`src/hdl/asrp_pkg.sv`:
```
// Shared types, constants and codes for the adaptive sample-rate pacer.
package asrp_pkg;

  // Timing constants
  localparam logic [15:0] TICKS_PER_MINUTE   = 16'd61440;
  localparam logic [15:0] RETRY_THRESHOLD    = 16'd128;
  localparam logic [15:0] RETRY_TICKS        = 16'd16;
  localparam logic [15:0] DEFAULT_RATE       = 16'd60;
  localparam logic [31:0] SECONDS_PER_MINUTE = 32'd60;
  localparam logic [15:0] SPACE_NO_RATE      = 16'hFFFF;

  // Reciprocal of 60 for a 32-bit span: span / 60 = (span * RECIP_MINUTE) >> RECIP_MINUTE_SHIFT
  localparam logic [31:0] RECIP_MINUTE       = 32'h88888889;
  localparam int          RECIP_MINUTE_SHIFT = 37;

  // Iterative divider geometry
  localparam int DIVIDEND_W = 64;
  localparam int DIVISOR_W  = 32;
  localparam int DIV_STEPS  = DIVIDEND_W;
  localparam int DIV_CNT_W  = $clog2(DIV_STEPS);

  // Configuration register indexes and reset values
  localparam int CFG_IDX_W = 2;
  localparam logic [CFG_IDX_W-1:0] CFG_SENSORS_PRESENT = 2'd0;
  localparam logic [CFG_IDX_W-1:0] CFG_MAX_RATE        = 2'd1;
  localparam logic [CFG_IDX_W-1:0] CFG_MIN_SPACE       = 2'd2;
  localparam logic [CFG_IDX_W-1:0] CFG_MAX_SPACE       = 2'd3;
  localparam logic [15:0] MAX_RATE_RST  = 16'd240;
  localparam logic [15:0] MIN_SPACE_RST = 16'd16;
  localparam logic [15:0] MAX_SPACE_RST = 16'd61440;

  // Command modes
  localparam logic [1:0] MODE_START = 2'd0;
  localparam logic [1:0] MODE_STOP  = 2'd1;
  localparam logic [1:0] MODE_TICK  = 2'd2;

  typedef struct packed {
    logic [1:0]  mode;
    logic [15:0] requested_rate;
    logic [31:0] now_seconds;
    logic        buffer_ready;
  } in_t;

  typedef struct packed {
    logic        ack_code;
    logic        sample_due;
    logic [15:0] sample_number;
    logic [15:0] current_space;
    logic        active;
  } out_t;

  typedef enum logic [3:0] {
    ST_IDLE,
    ST_DECODE,
    ST_START_DIV,
    ST_GOAL,
    ST_PROD,
    ST_RES_GO,
    ST_RES_DIV,
    ST_COUNT,
    ST_DONE
  } state_t;

  typedef enum logic [1:0] {
    DIV_SEL_START,
    DIV_SEL_RESCALE
  } div_sel_t;

  typedef struct packed {
    logic     load_item;
    logic     set_ack;
    logic     start_setup;
    logic     set_start_space;
    logic     stop;
    logic     div_go;
    div_sel_t div_sel;
    logic     mul_min;
    logic     mul_goal;
    logic     mul_prod;
    logic     rescale_zero;
    logic     rescale_clamp;
    logic     count_step;
    logic     load_out;
  } cmd_t;

  typedef struct packed {
    logic [1:0] mode;
    logic       sensors;
    logic       running;
    logic       boundary_hit;
    logic       rate_zero;
    logic       taken_zero;
    logic       div_busy;
    logic       div_done;
  } status_t;

endpackage

```
`src/hdl/asrp_div.sv`:
```
// Restoring divider: 64-bit dividend by 32-bit divisor, one quotient bit per cycle.
module asrp_div (
  input  logic                                clk,
  input  logic                                rst,
  input  logic                                start,
  input  logic [asrp_pkg::DIVIDEND_W-1:0]     dividend,
  input  logic [asrp_pkg::DIVISOR_W-1:0]      divisor,
  output logic [asrp_pkg::DIVIDEND_W-1:0]     quotient,
  output logic                                busy,
  output logic                                done
);

  logic [asrp_pkg::DIVIDEND_W-1:0] quo;
  logic [asrp_pkg::DIVISOR_W-1:0]  rem;
  logic [asrp_pkg::DIVISOR_W-1:0]  dvs;
  logic [asrp_pkg::DIV_CNT_W-1:0]  cnt;
  logic [asrp_pkg::DIVISOR_W:0]    shifted;
  logic [asrp_pkg::DIVISOR_W:0]    sub;
  logic                            ge;
  logic [asrp_pkg::DIVISOR_W-1:0]  rem_next;

  // Shift in the next dividend bit and try a subtract
  always_comb begin
    shifted  = {rem, quo[asrp_pkg::DIVIDEND_W-1]};
    sub      = shifted - {1'b0, dvs};
    ge       = (shifted >= {1'b0, dvs});
    rem_next = ge ? sub[asrp_pkg::DIVISOR_W-1:0] : shifted[asrp_pkg::DIVISOR_W-1:0];
  end

  // Step control
  always_ff @(posedge clk) begin
    if (rst) begin
      busy <= 1'b0;
      done <= 1'b0;
      cnt  <= '0;
    end else begin
      done <= 1'b0;
      if (start) begin
        busy <= 1'b1;
        cnt  <= '0;
      end else if (busy) begin
        cnt <= cnt + 1'b1;
        if (cnt == asrp_pkg::DIV_CNT_W'(asrp_pkg::DIV_STEPS - 1)) begin
          busy <= 1'b0;
          done <= 1'b1;
        end
      end
    end
  end

  // Remainder and quotient shift register
  always_ff @(posedge clk) begin
    if (start) begin
      quo <= dividend;
      rem <= '0;
      dvs <= divisor;
    end else if (busy) begin
      quo <= {quo[asrp_pkg::DIVIDEND_W-2:0], ge};
      rem <= rem_next;
    end
  end

  assign quotient = quo;

endmodule

```
`src/hdl/asrp_dp.sv`:
```
// Datapath: configuration, pacing state, multipliers, divider and result word.
module asrp_dp (
  input  logic                              clk,
  input  logic                              rst,
  input  asrp_pkg::cmd_t                    cmd,
  output asrp_pkg::status_t                 status,
  input  asrp_pkg::in_t                     in_data,
  input  logic                              cfg_we,
  input  logic [asrp_pkg::CFG_IDX_W-1:0]    cfg_index,
  input  logic [15:0]                       cfg_data,
  output asrp_pkg::out_t                    out_data
);

  // Configuration
  logic        sensors_present;
  logic [15:0] max_rate;
  logic [15:0] min_space;
  logic [15:0] max_space;

  // Pacing state
  logic        running;
  logic [15:0] target_rate;
  logic [15:0] spacing;
  logic [15:0] countdown;
  logic [31:0] taken_count;
  logic [31:0] start_second;
  logic [31:0] next_boundary;

  // Per-word working registers
  asrp_pkg::in_t item;
  logic          ack;
  logic          due;
  logic [15:0]   number;
  logic [31:0]   minutes;
  logic [47:0]   goal;
  logic [63:0]   prod;

  logic [15:0] rate_base;
  logic [15:0] rate_eff;
  logic [31:0] minute_span;
  logic [63:0] min_mul;
  logic [47:0] goal_mul;
  logic [63:0] prod_mul;
  logic [15:0] clamped;
  logic        q_over;

  logic [asrp_pkg::DIVIDEND_W-1:0] div_dividend;
  logic [asrp_pkg::DIVISOR_W-1:0]  div_divisor;
  logic [asrp_pkg::DIVIDEND_W-1:0] div_q;
  logic                            div_busy;
  logic                            div_done;

  // Rate select, minute span, products and clamp
  always_comb begin
    rate_base   = (item.requested_rate == 16'd0) ? asrp_pkg::DEFAULT_RATE
                                                 : item.requested_rate;
    rate_eff    = (rate_base > max_rate) ? max_rate : rate_base;
    minute_span = next_boundary - start_second;
    min_mul     = {32'd0, minute_span} * {32'd0, asrp_pkg::RECIP_MINUTE};
    goal_mul    = {16'd0, minutes} * {32'd0, target_rate};
    prod_mul    = {48'd0, spacing} * {16'd0, goal};
    q_over      = (|div_q[asrp_pkg::DIVIDEND_W-1:16]) || (div_q[15:0] > max_space);
    if (q_over) begin
      clamped = max_space;
    end else if (div_q[15:0] < min_space) begin
      clamped = min_space;
    end else begin
      clamped = div_q[15:0];
    end
  end

  // Divider operand select
  always_comb begin
    unique case (cmd.div_sel)
      asrp_pkg::DIV_SEL_START: begin
        div_dividend = asrp_pkg::DIVIDEND_W'(asrp_pkg::TICKS_PER_MINUTE);
        div_divisor  = asrp_pkg::DIVISOR_W'(rate_eff);
      end
      asrp_pkg::DIV_SEL_RESCALE: begin
        div_dividend = prod;
        div_divisor  = taken_count;
      end
      default: begin
        div_dividend = prod;
        div_divisor  = taken_count;
      end
    endcase
  end

  asrp_div u_div (
    .clk      (clk),
    .rst      (rst),
    .start    (cmd.div_go),
    .dividend (div_dividend),
    .divisor  (div_divisor),
    .quotient (div_q),
    .busy     (div_busy),
    .done     (div_done)
  );

  // Configuration and pacing state
  always_ff @(posedge clk) begin
    if (rst) begin
      sensors_present <= 1'b0;
      max_rate        <= asrp_pkg::MAX_RATE_RST;
      min_space       <= asrp_pkg::MIN_SPACE_RST;
      max_space       <= asrp_pkg::MAX_SPACE_RST;
      running         <= 1'b0;
      target_rate     <= '0;
      spacing         <= '0;
      countdown       <= '0;
      taken_count     <= '0;
      start_second    <= '0;
      next_boundary   <= '0;
      ack             <= 1'b0;
      due             <= 1'b0;
      number          <= '0;
    end else begin
      if (cfg_we) begin
        unique case (cfg_index)
          asrp_pkg::CFG_SENSORS_PRESENT: sensors_present <= cfg_data[0];
          asrp_pkg::CFG_MAX_RATE:        max_rate        <= cfg_data;
          asrp_pkg::CFG_MIN_SPACE:       min_space       <= cfg_data;
          asrp_pkg::CFG_MAX_SPACE:       max_space       <= cfg_data;
          default: ;
        endcase
      end
      if (cmd.load_item) begin
        ack    <= 1'b0;
        due    <= 1'b0;
        number <= '0;
      end
      if (cmd.set_ack) begin
        ack <= 1'b1;
      end
      // Arm sampling; a zero rate limit gives the widest spacing
      if (cmd.start_setup) begin
        target_rate   <= rate_eff;
        taken_count   <= '0;
        start_second  <= item.now_seconds;
        next_boundary <= item.now_seconds + asrp_pkg::SECONDS_PER_MINUTE;
        running       <= 1'b1;
        if (rate_eff == 16'd0) begin
          spacing   <= asrp_pkg::SPACE_NO_RATE;
          countdown <= asrp_pkg::SPACE_NO_RATE;
        end
      end
      if (cmd.set_start_space) begin
        spacing   <= div_q[15:0];
        countdown <= div_q[15:0];
      end
      // Stop keeps the spacing
      if (cmd.stop) begin
        running      <= 1'b0;
        target_rate  <= '0;
        taken_count  <= '0;
        start_second <= '0;
        countdown    <= '0;
      end
      if (cmd.rescale_zero) begin
        spacing       <= min_space;
        next_boundary <= next_boundary + asrp_pkg::SECONDS_PER_MINUTE;
      end
      if (cmd.rescale_clamp) begin
        spacing       <= clamped;
        next_boundary <= next_boundary + asrp_pkg::SECONDS_PER_MINUTE;
      end
      // Count down; on expiry issue, retry or skip
      if (cmd.count_step) begin
        if (countdown <= 16'd1) begin
          if (item.buffer_ready) begin
            due         <= 1'b1;
            number      <= taken_count[15:0];
            taken_count <= taken_count + 32'd1;
            countdown   <= spacing;
          end else if (spacing > asrp_pkg::RETRY_THRESHOLD) begin
            countdown <= asrp_pkg::RETRY_TICKS;
          end else begin
            countdown <= spacing;
          end
        end else begin
          countdown <= countdown - 16'd1;
        end
      end
    end
  end

  // Item capture, products and result word
  always_ff @(posedge clk) begin
    if (cmd.load_item) begin
      item <= in_data;
    end
    if (cmd.mul_min) begin
      minutes <= 32'(min_mul >> asrp_pkg::RECIP_MINUTE_SHIFT);
    end
    if (cmd.mul_goal) begin
      goal <= goal_mul;
    end
    if (cmd.mul_prod) begin
      prod <= prod_mul;
    end
    if (cmd.load_out) begin
      out_data.ack_code      <= ack;
      out_data.sample_due    <= due;
      out_data.sample_number <= number;
      out_data.current_space <= spacing;
      out_data.active        <= running;
    end
  end

  assign status.mode         = item.mode;
  assign status.sensors      = sensors_present;
  assign status.running      = running;
  assign status.boundary_hit = (item.now_seconds >= next_boundary);
  assign status.rate_zero    = (rate_eff == 16'd0);
  assign status.taken_zero   = (taken_count == 32'd0);
  assign status.div_busy     = div_busy;
  assign status.div_done     = div_done;

endmodule

```
`src/hdl/asrp_ctrl.sv`:
```
// Controller: sequences one word through decode, divisions, products and count.
module asrp_ctrl (
  input  logic              clk,
  input  logic              rst,
  input  logic              in_valid,
  output logic              in_ready,
  output logic              out_valid,
  input  logic              out_ready,
  input  asrp_pkg::status_t status,
  output asrp_pkg::cmd_t    cmd
);

  asrp_pkg::state_t state;
  asrp_pkg::state_t state_next;

  // State register
  always_ff @(posedge clk) begin
    if (rst) begin
      state <= asrp_pkg::ST_IDLE;
    end else begin
      state <= state_next;
    end
  end

  // Output word flag: set on load, drop when taken
  always_ff @(posedge clk) begin
    if (rst) begin
      out_valid <= 1'b0;
    end else if (cmd.load_out) begin
      out_valid <= 1'b1;
    end else if (out_ready) begin
      out_valid <= 1'b0;
    end
  end

  // Next state and commands
  always_comb begin
    state_next  = state;
    cmd         = '0;
    cmd.div_sel = asrp_pkg::DIV_SEL_START;
    in_ready    = 1'b0;
    unique case (state)
      asrp_pkg::ST_IDLE: begin
        in_ready = 1'b1;
        if (in_valid) begin
          cmd.load_item = 1'b1;
          state_next    = asrp_pkg::ST_DECODE;
        end
      end
      asrp_pkg::ST_DECODE: begin
        priority if (status.mode == asrp_pkg::MODE_START) begin
          if (!status.sensors) begin
            cmd.set_ack = 1'b1;
            state_next  = asrp_pkg::ST_DONE;
          end else begin
            cmd.start_setup = 1'b1;
            if (status.rate_zero) begin
              state_next = asrp_pkg::ST_DONE;
            end else begin
              cmd.div_go  = 1'b1;
              cmd.div_sel = asrp_pkg::DIV_SEL_START;
              state_next  = asrp_pkg::ST_START_DIV;
            end
          end
        end else if (status.mode == asrp_pkg::MODE_STOP) begin
          cmd.stop   = 1'b1;
          state_next = asrp_pkg::ST_DONE;
        end else if (status.mode == asrp_pkg::MODE_TICK && status.running) begin
          if (status.boundary_hit) begin
            cmd.mul_min = 1'b1;
            state_next  = asrp_pkg::ST_GOAL;
          end else begin
            state_next = asrp_pkg::ST_COUNT;
          end
        end else begin
          state_next = asrp_pkg::ST_DONE;
        end
      end
      asrp_pkg::ST_START_DIV: begin
        if (status.div_done) begin
          cmd.set_start_space = 1'b1;
          state_next          = asrp_pkg::ST_DONE;
        end
      end
      asrp_pkg::ST_GOAL: begin
        cmd.mul_goal = 1'b1;
        state_next   = asrp_pkg::ST_PROD;
      end
      asrp_pkg::ST_PROD: begin
        if (status.taken_zero) begin
          cmd.rescale_zero = 1'b1;
          state_next       = asrp_pkg::ST_COUNT;
        end else begin
          cmd.mul_prod = 1'b1;
          state_next   = asrp_pkg::ST_RES_GO;
        end
      end
      asrp_pkg::ST_RES_GO: begin
        cmd.div_go  = 1'b1;
        cmd.div_sel = asrp_pkg::DIV_SEL_RESCALE;
        state_next  = asrp_pkg::ST_RES_DIV;
      end
      asrp_pkg::ST_RES_DIV: begin
        cmd.div_sel = asrp_pkg::DIV_SEL_RESCALE;
        if (status.div_done) begin
          cmd.rescale_clamp = 1'b1;
          state_next        = asrp_pkg::ST_COUNT;
        end
      end
      asrp_pkg::ST_COUNT: begin
        cmd.count_step = 1'b1;
        state_next     = asrp_pkg::ST_DONE;
      end
      asrp_pkg::ST_DONE: begin
        if (!out_valid || out_ready) begin
          cmd.load_out = 1'b1;
          state_next   = asrp_pkg::ST_IDLE;
        end
      end
      default: begin
        state_next = asrp_pkg::ST_IDLE;
      end
    endcase
  end

  // Never overwrite a result word that is still waiting
  a_no_overwrite: assert property (@(posedge clk) disable iff (rst)
    cmd.load_out |-> (!out_valid || out_ready))
    else $error("result word overwritten while pending");

  // Divider is quiet whenever no word is in progress
  a_div_idle: assert property (@(posedge clk) disable iff (rst)
    (state == asrp_pkg::ST_IDLE) |-> !status.div_busy)
    else $error("divider busy while controller idle");

  // A launch is only issued to an idle divider
  a_div_launch: assert property (@(posedge clk) disable iff (rst)
    cmd.div_go |-> !status.div_busy)
    else $error("divider relaunched while busy");

  // A divider completion only arrives while a division is awaited
  a_div_done_wait: assert property (@(posedge clk) disable iff (rst)
    status.div_done |-> (state == asrp_pkg::ST_START_DIV ||
                         state == asrp_pkg::ST_RES_DIV))
    else $error("divider result with no division pending");

endmodule

```
`src/hdl/adaptive_sample_rate_pacer.sv`:
```
// Top level of the adaptive sample-rate pacer: controller plus datapath.
//
//   channel   signals                          direction  word
//   in        in_valid / in_ready / in_data    input      mode, rate, seconds, buffer
//   out       out_valid / out_ready / out_data output     ack, sample, spacing, active
//   cfg       cfg_we / cfg_index / cfg_data    input      register write, no wait
//
// One word at a time. Stop, idle tick, ignored mode and refused or zero-rate start
// go from accept through decode straight to the result; a running tick adds a count
// step; a start adds one pass of the 64-step divider. A tick that crosses a minute
// boundary adds a reciprocal multiply for span / 60, two product stages and one divider
// pass (scaled spacing / samples taken); when no samples were taken, the second product
// and the divider pass are skipped. The next word is taken the cycle after the result is loaded.
// Reset is synchronous and clears configuration to defaults and all pacing state.
// A result waiting in the output register blocks only the next result, not
// the next accept; the controller holds in its final state until the slot frees.
module adaptive_sample_rate_pacer (
  input  logic                            clk,
  input  logic                            rst,
  input  logic                            in_valid,
  output logic                            in_ready,
  input  asrp_pkg::in_t                   in_data,
  output logic                            out_valid,
  input  logic                            out_ready,
  output asrp_pkg::out_t                  out_data,
  input  logic                            cfg_we,
  input  logic [asrp_pkg::CFG_IDX_W-1:0]  cfg_index,
  input  logic [15:0]                     cfg_data
);

  asrp_pkg::cmd_t    cmd;
  asrp_pkg::status_t status;

  asrp_ctrl u_ctrl (
    .clk       (clk),
    .rst       (rst),
    .in_valid  (in_valid),
    .in_ready  (in_ready),
    .out_valid (out_valid),
    .out_ready (out_ready),
    .status    (status),
    .cmd       (cmd)
  );

  asrp_dp u_dp (
    .clk       (clk),
    .rst       (rst),
    .cmd       (cmd),
    .status    (status),
    .in_data   (in_data),
    .cfg_we    (cfg_we),
    .cfg_index (cfg_index),
    .cfg_data  (cfg_data),
    .out_data  (out_data)
  );

endmodule

```
`config.mk`:
```
export PLATFORM = sky130hd
export DESIGN_NAME = adaptive_sample_rate_pacer
export DESIGN_NICKNAME = d
export VERILOG_FILES = /design/src/hdl/asrp_pkg.sv /design/src/hdl/asrp_div.sv /design/src/hdl/asrp_dp.sv /design/src/hdl/asrp_ctrl.sv /design/src/hdl/adaptive_sample_rate_pacer.sv
export SDC_FILE = /design/constraint.sdc
export NUM_CORES = 2
export LEC_CHECK = 0
export BUFFER_PORTS_ARGS = -buffer_cell sky130_fd_sc_hd__buf_2
export CORE_MARGIN = 2
export CORE_UTILIZATION = 40
export DETAILED_ROUTE_END_ITERATION = 6
export GPL_ROUTABILITY_DRIVEN = 0
export PLACE_DENSITY = 0.67
export SLEW_MARGIN = 20
export SYNTH_ARGS = -nofsm -noshare
export SYNTH_HDL_FRONTEND = slang
export SYNTH_SLANG_ARGS = --single-unit
```
`constraint.sdc`:
```
create_clock -name clk -period 12.29 [get_ports clk]
set_input_delay 0 -clock clk [delete_from_list [all_inputs] [get_ports clk]]
set_output_delay 0 -clock clk [all_outputs]
set_load 0.005 [all_outputs]
```
Word level (Yosys, flattened, before mapping). Cells that the tools add are included.

Output and inout bits: 37. Register bits after elaboration: 578. Input bits: 74. Logic and storage cells: 187.

Add/subtract/negate cells: 7. Bitwise operators: 1. Order comparisons: 7. $mul: 3. Muxes and demuxes: 85. Reductions and logical operators: 31. Eq/ne operators: 18.

Operators by type and width (count): 2-to-1 mux 16 bit (19); 2-to-1 mux 32 bit (9); 2-to-1 mux 64 bit (3); adder 32 x 6 -> 32 bit (second input constant) (2); multiplier 16 x 48 -> 64 bit (1); multiplier 32 x 32 -> 64 bit (second input constant) (1); subtractor 32 bit (2); OR reduction 48 bit (1); multiplier 27 x 16 -> 43 bit (1); 2-to-1 mux 4 bit (9); case mux 4 bit (9 select lines) (1); 2-to-1 mux 1 bit (34); greater-or-equal comparator 33 x 32 -> 1 bit (1); adder 32 x 1 -> 32 bit (second input constant) (1); greater-or-equal comparator 32 bit (1); > comparator 16 bit (2); logical NOT 16 bit (2); logical NOT 32 bit (1); == test 4 x 3 -> 1 bit (second input constant) (4); > comparator 16 x 8 -> 1 bit (second input constant) (1); <= comparator 16 x 1 -> 1 bit (second input constant) (1); less-than comparator 16 bit (1); nonzero test 4 bit (4); subtractor 16 x 1 -> 16 bit (second input constant) (1); other kinds (25) (49).

Depth between registers and ports, before layout.
Depth in word-level cells: 12. Depth in mapped cells: 39. Gate-level depth less buffers: 39.

By module. A second synthesis with hierarchy kept.

Cell total of the unflattened synthesis: 7943. Area, all modules: 73196.5 µm².

By module, submodules not included: asrp_dp (seq. area each 10790.3 µm², area an instance 65086.2 µm², instances 1, cells each 7170); asrp_div (seq. area each 3683.5 µm², area an instance 7608.5 µm², instances 1, cells each 708); asrp_ctrl (seq. area each 100.1 µm², area an instance 501.7 µm², instances 1, cells each 65).

Worst setup path after synthesis. Ideal clock, no wire load.

Path kind: reg2reg. Start point: register u_dp.start_second[2]. End point: register u_dp.minutes[24], data pin. Cell stages (with the launch flop): 36. Buffers on the path: 0. Clock period less this slack: 8.677 ns. Setup slack: 3.613 ns. Required time: 12.032 ns. Setup time: 0.258 ns. Data arrival time: 8.420 ns. Cell sequence: dfxtp_1 > inv_1 > ha_1 > a21oi_2 > a21boi_1 > o32a_4 > a2111oi_4 > nor4_1 > o41a_1 > a41oi_2 > a21oi_2 > a31oi_4 > o21bai_1 > a21o_1 > xor2_1 > ha_1 > ha_1 > fa_1 > fa_1 > fa_1 > inv_1 > fa_1 > inv_1 > ha_1 > a211oi_1 > o21ai_0 > o211ai_1 > nand4_1 > o31ai_2 > o22ai_1 > o41ai_2 > o31ai_1 > o21a_1 > o21a_1 > nor2_1 > xnor2_1.

Longest elaborated chain between the ends: 2.

RTL lines: start: declaration (line asrp_dp.sv:26) `logic [31:0] start_second;`; start signal: assignment (line asrp_dp.sv:140) `start_second <= item.now_seconds;`; subtractor 32 bit (line asrp_dp.sv:58) `minute_span = next_boundary - start_second;`; multiplier 32 x 32 -> 64 bit (line asrp_dp.sv:59) `min_mul = {32'd0, minute_span} * {32'd0, asrp_pkg::RECIP_MINUTE};`; named net u_dp.min_mul[61] (line asrp_dp.sv:41) `logic [63:0] min_mul;`; end signal: assignment (line asrp_dp.sv:194) `minutes <= 32'(min_mul >> asrp_pkg::RECIP_MINUTE_SHIFT);`; end: declaration (line asrp_dp.sv:34) `logic [31:0] minutes;`.

The timed path passes the listed nets, and every way through them passes these cells. A chain may end at the register's enable or synchronous reset.

Worst setup path after layout.
Start point: register u_dp.next_boundary[0]. End point: register u_dp.minutes[24], data pin.

Longest elaborated chain between the ends: 2.

RTL lines: start: declaration (line asrp_dp.sv:27) `logic [31:0] next_boundary;`; start signal: assignment (line asrp_dp.sv:141) `next_boundary <= item.now_seconds + asrp_pkg::SECONDS_PER_MINUTE;`; start signal: assignment (line asrp_dp.sv:162) `next_boundary <= next_boundary + asrp_pkg::SECONDS_PER_MINUTE;`; start signal: assignment (line asrp_dp.sv:166) `next_boundary <= next_boundary + asrp_pkg::SECONDS_PER_MINUTE;`; subtractor 32 bit (line asrp_dp.sv:58); multiplier 32 x 32 -> 64 bit (line asrp_dp.sv:59); named net u_dp.min_mul[61] (line asrp_dp.sv:41).

The timed path passes the listed nets, and every way through them passes these cells.

==> metrics.md <==
| Metric | Value |
|---|---|
| Status | `completed` |
| Async set-or-reset flop fraction in the synthesized netlist | `0` |
| Critical path launch point type | `flop` |
| Internal power | `between 3 and 4 mW` |
| Max-slew headroom | `0.232` |
| Clock Root Buffer | `clkbuf_16` |
| Fin crit share | `0.824` |
| Unique cell type count in the Yosys netlist | `between 80 and 90` |
| Gate power share | `0.308` |
| Cells after Synth | `a little under 8000` |
| Number of placement rows | `155` |
| Drt first-iter violations | `a little over 4000` |
| Master of the slowest instance on the critical path | `o31ai_2` |
| Most frequent cells after synthesis | `inv_1, nand2_1, fa_1` |
| Post-DP HPWL | `between 100 and 150 mm` |
| Post-Syn Area | `between 0.07 and 0.08 mm^2` |
| Required time at the worst-slack endpoint | `around 13 ns` |
| Worst setup EP type | `flop` |
| Die width | `428 um` |
| Largest stage delay on the critical path | `~0.64 ns` |
| Starting density of the core | `0.403` |
| Depth of the CTS H-tree | `2` |
| Max Fclk | `a little under 0.1 GHz` |
| Vias in the first global route | `roughly 60000` |
| Detail-routed via count per cell | `about 5.4` |
| Number of buffers added by the clock tree synthesis step | `60` |
| Tightest Pin Transition | `between 1 and 1.5 ns` |
| Input/output buffers | `110` |
| Count of nets after finishing | `about 9700` |
| First-pass GRT wire length | `approximately 310 mm` |
| Maximum number of pins on one net before global-route repair | `80` |
| Dominant combinational cell family by area after synthesis | `adder cells` |
| Sequential fraction of the synthesis area | `0.203` |
| Post-synthesis cell type with the largest combined area | `fa_1` |
| Clock Sink Count | `571` |
| Count of synthesis-stage warnings from yosys | `0` |
| Worst-case reg-to-reg path depth | `37` |
| Fraction of the mapped netlist area in compound gates | `0.0903` |
| Reg clk slew, reported paths | `0.07 ns` |
| Fin. max-slew vios | `0` |
| Clock insertion delay at the later pin of the skew report | `0.72 ns` |
| CTS tree | `done` |
| Power share of the sequential group | `0.366` |
| Post-route DRC | `0` |
| Number of iterations in the first detailed-routing pass | `6` |
| Total core area | `between 0.15 and 0.2 mm^2` |
| Worst-case setup slack after placement | `between 2 and 2.5 ns` |
| Number of nets produced by synthesis | `between 9000 and 10000` |
| Relative contribution of the clock network to total power | `0.326` |
| Cell types with the largest area share after synthesis | `fa_1, edfxtp_1, ha_1` |
| Cell with the most instances after synthesis | `inv_1` |
| Share of cell area taken by muxes after synthesis | `0.00369` |
| Maxcap violations | `0` |
| Switching Fraction | `0.338` |
| CP Data Arrival Time | `between 10 and 15 ns` |
| Antenna Violating Nets Remaining | `0` |
| Global route total overflow | `0` |
| Fraction of final layout cells with drive strength greater than 1 | `0.0439` |
| Share of Yosys cell area claimed by the top area cell type | `0.296` |
| Wirelength per Cell | `about 19 um` |
| Number of I/O pins | `111` |
| Count of endpoints failing hold in the final timing report | `0` |
| Cell repeated most along the worst path | `fa_1` |
| Die ar. | `between 0.15 and 0.2 mm^2` |
| PwrDens | `76.5 mW/mm^2` |
| Total global-route track usage | `0.211` |
| Switching pwr | `between 2 and 2.5 mW` |
| Worst setup skew after layout | `just under 0.08 ns` |
| Worst Hold Depth | `2` |
| Synthesis-to-layout area growth | `8.55%` |
| Simple logic cell fraction of the synthesized area | `0.165` |
| Reg-to-reg slack, setup | `roughly 2.2 ns` |
| Total Routed Length | `around 190 mm` |
| Final worst-path setup slack | `around 2.2 ns` |
| Type of the tightest min-delay check | `input pin to flop` |
| Number of synthesized flops with an enable pin | `around 310` |
| Share of the synthesized netlist area taken by xor and xnor gates | `0.0351` |
| Routed vias | `about 55000` |
| Mean area per synthesized cell | `between 9 and 10 um^2` |
| Final worst path period need | `10.12 ns` |
| Maximum fanout count along the critical path | `7` |
| Initial antenna violation count | `6` |
| Most used flip-flop cell after synthesis | `edfxtp_1` |
| Clock Tree Buf Depth | `3` |
| Setup repair after global routing missed its margin | `no` |
| Setup CP Type | `flop to flop` |
| Number of storage elements in the synthesis netlist | `571` |
| Post-route setup TNS | `0 ns` |
| Setup-violating endpoint count in the final report | `0` |
| Chip Height | `428 um` |
| Maximum resistive drop on vdd | `between 0.1 and 0.15 mV` |
| Leakage | `between 30 and 40 nW` |
| Post-synthesis adder-cell area fraction | `0.416` |
[layout by cell type (no fill, tap or decap), types with 16 or more instances in the layout]
master / count
and2_1: 384
a21oi_1: 393
xnor2_1: 169
and3_1: 42
nand3_1: 165
or3_1: 17
nor4_1: 48
a31oi_1: 32
o211ai_1: 20
o31ai_1: 16
nor2_1: 352
ha_1: 693
nand2_1: 1259
buf_2: 109
nand2b_1: 40
edfxtp_1: 314
a21o_1: 134
clkbuf_16: 64
nand4_1: 65
o21ai_0: 148
dlygate4sd3_1: 127
a211oi_1: 48
nor3_1: 100
buf_4: 68
dfxtp_1: 240
xor2_1: 115
o21bai_1: 26
o221ai_1: 18
inv_1: 1291
o21a_1: 30
mux2i_1: 22
dfxtp_2: 17
fa_1: 1061
nor2b_1: 42
[final timing paths]
path	from	end
max	u_dp.next_boundary[0]$_SDFFE_PP0P_	u_dp.minutes[24]$_DFFE_PP_
min reg2reg	u_dp.number[11]$_SDFF_PP0_	u_dp.out_data[28]$_DFFE_PP_
min	in_data[5]	u_dp.item[5]$_DFFE_PP_
max reg2reg	u_dp.next_boundary[0]$_SDFFE_PP0P_	u_dp.minutes[24]$_DFFE_PP_
[critical path: cells and delay by family, from the launching register on]
family / cells / cell delay [ns]
buffers and inverters: 4 / 0.21
flip-flops: 1 / 0.36
adder cells (fa/ha/maj): 9 / 3.44
AO/OA/AOI/OAI: 18 / 4.58
XOR/XNOR: 2 / 0.69
AND/OR/NAND/NOR: 4 / 0.50
[state kept, by name, summed over array words and instances (netlist names), 27 cells and up]
signal               count
u_dp.taken_count        32
u_dp.out_data           35
u_dp.goal               43
u_dp.u_div.rem          32
u_dp.u_div.dvs          32
u_dp.start_second       32
u_dp.minutes            27
u_dp.next_boundary      32
u_dp.item               49
u_dp.prod               62
u_dp.u_div.quotient     64
[power by group through the flow]
stage	clock network, mW	registers, mW	logic (mW)
floorplan	0	2.19	1.32
global placement	0	2.22	1.72
detailed placement	0	2.22	1.76
CTS	1.97	2.18	1.82
global route	2.05	2.19	2.07
finish	1.95	2.18	1.84
[metal layers]
metal  up-vias  GRT usage  wire [um]
li1      25200          -          -
met1     27800      0.270      78800
met2      1954      0.368      93400
met3       467     0.0261      11900
met4         0     0.0725       6650
met5         -          0          0
[cell type report]
cell class | count | area, um^2
Fill cell | 17100 | 100000
Multi-Input combinational cell | 5664 | 51100
Sequential cell | 571 | 14600
Inverter | 1293 | 4860
Tap cell | 2355 | 2950
Timing Repair Buffer | 305 | 2350
Clock buffer | 81 | 1700
Clock inverter | 33 | 410
Antenna cell | 4 | 10.0
[logic make-up after synthesis]
logic type      after synthesis
simple gates               2581
fa+ha+maj                  1754
buf+inv                    1653
compound gates             1017
flops                       571
xor+xnor                    286
mux                          26
[stage by stage]
step                power (mW)  utilization  hold slack [ns]  area (um^2)  cells
floorplan                 3.52            -           0.0989        71800   7888
global placement          3.94        0.418            0.178        74600  10100
detailed placement        3.98        0.418            0.178        74600  10100
CTS                       5.97        0.437           0.0107        77900  10300
global route              6.31        0.437           0.0262        78000  10300
finish                    5.97        0.437           0.0514        78000  10300
[timing repair]
item                                   in CTS  in global routing
endpoints found under the hold margin     139                  0
resized for setup                           0                  0
buffers inserted                            0                  0
hold buffers                              127                  0
(Power assumes the default switching activity.)
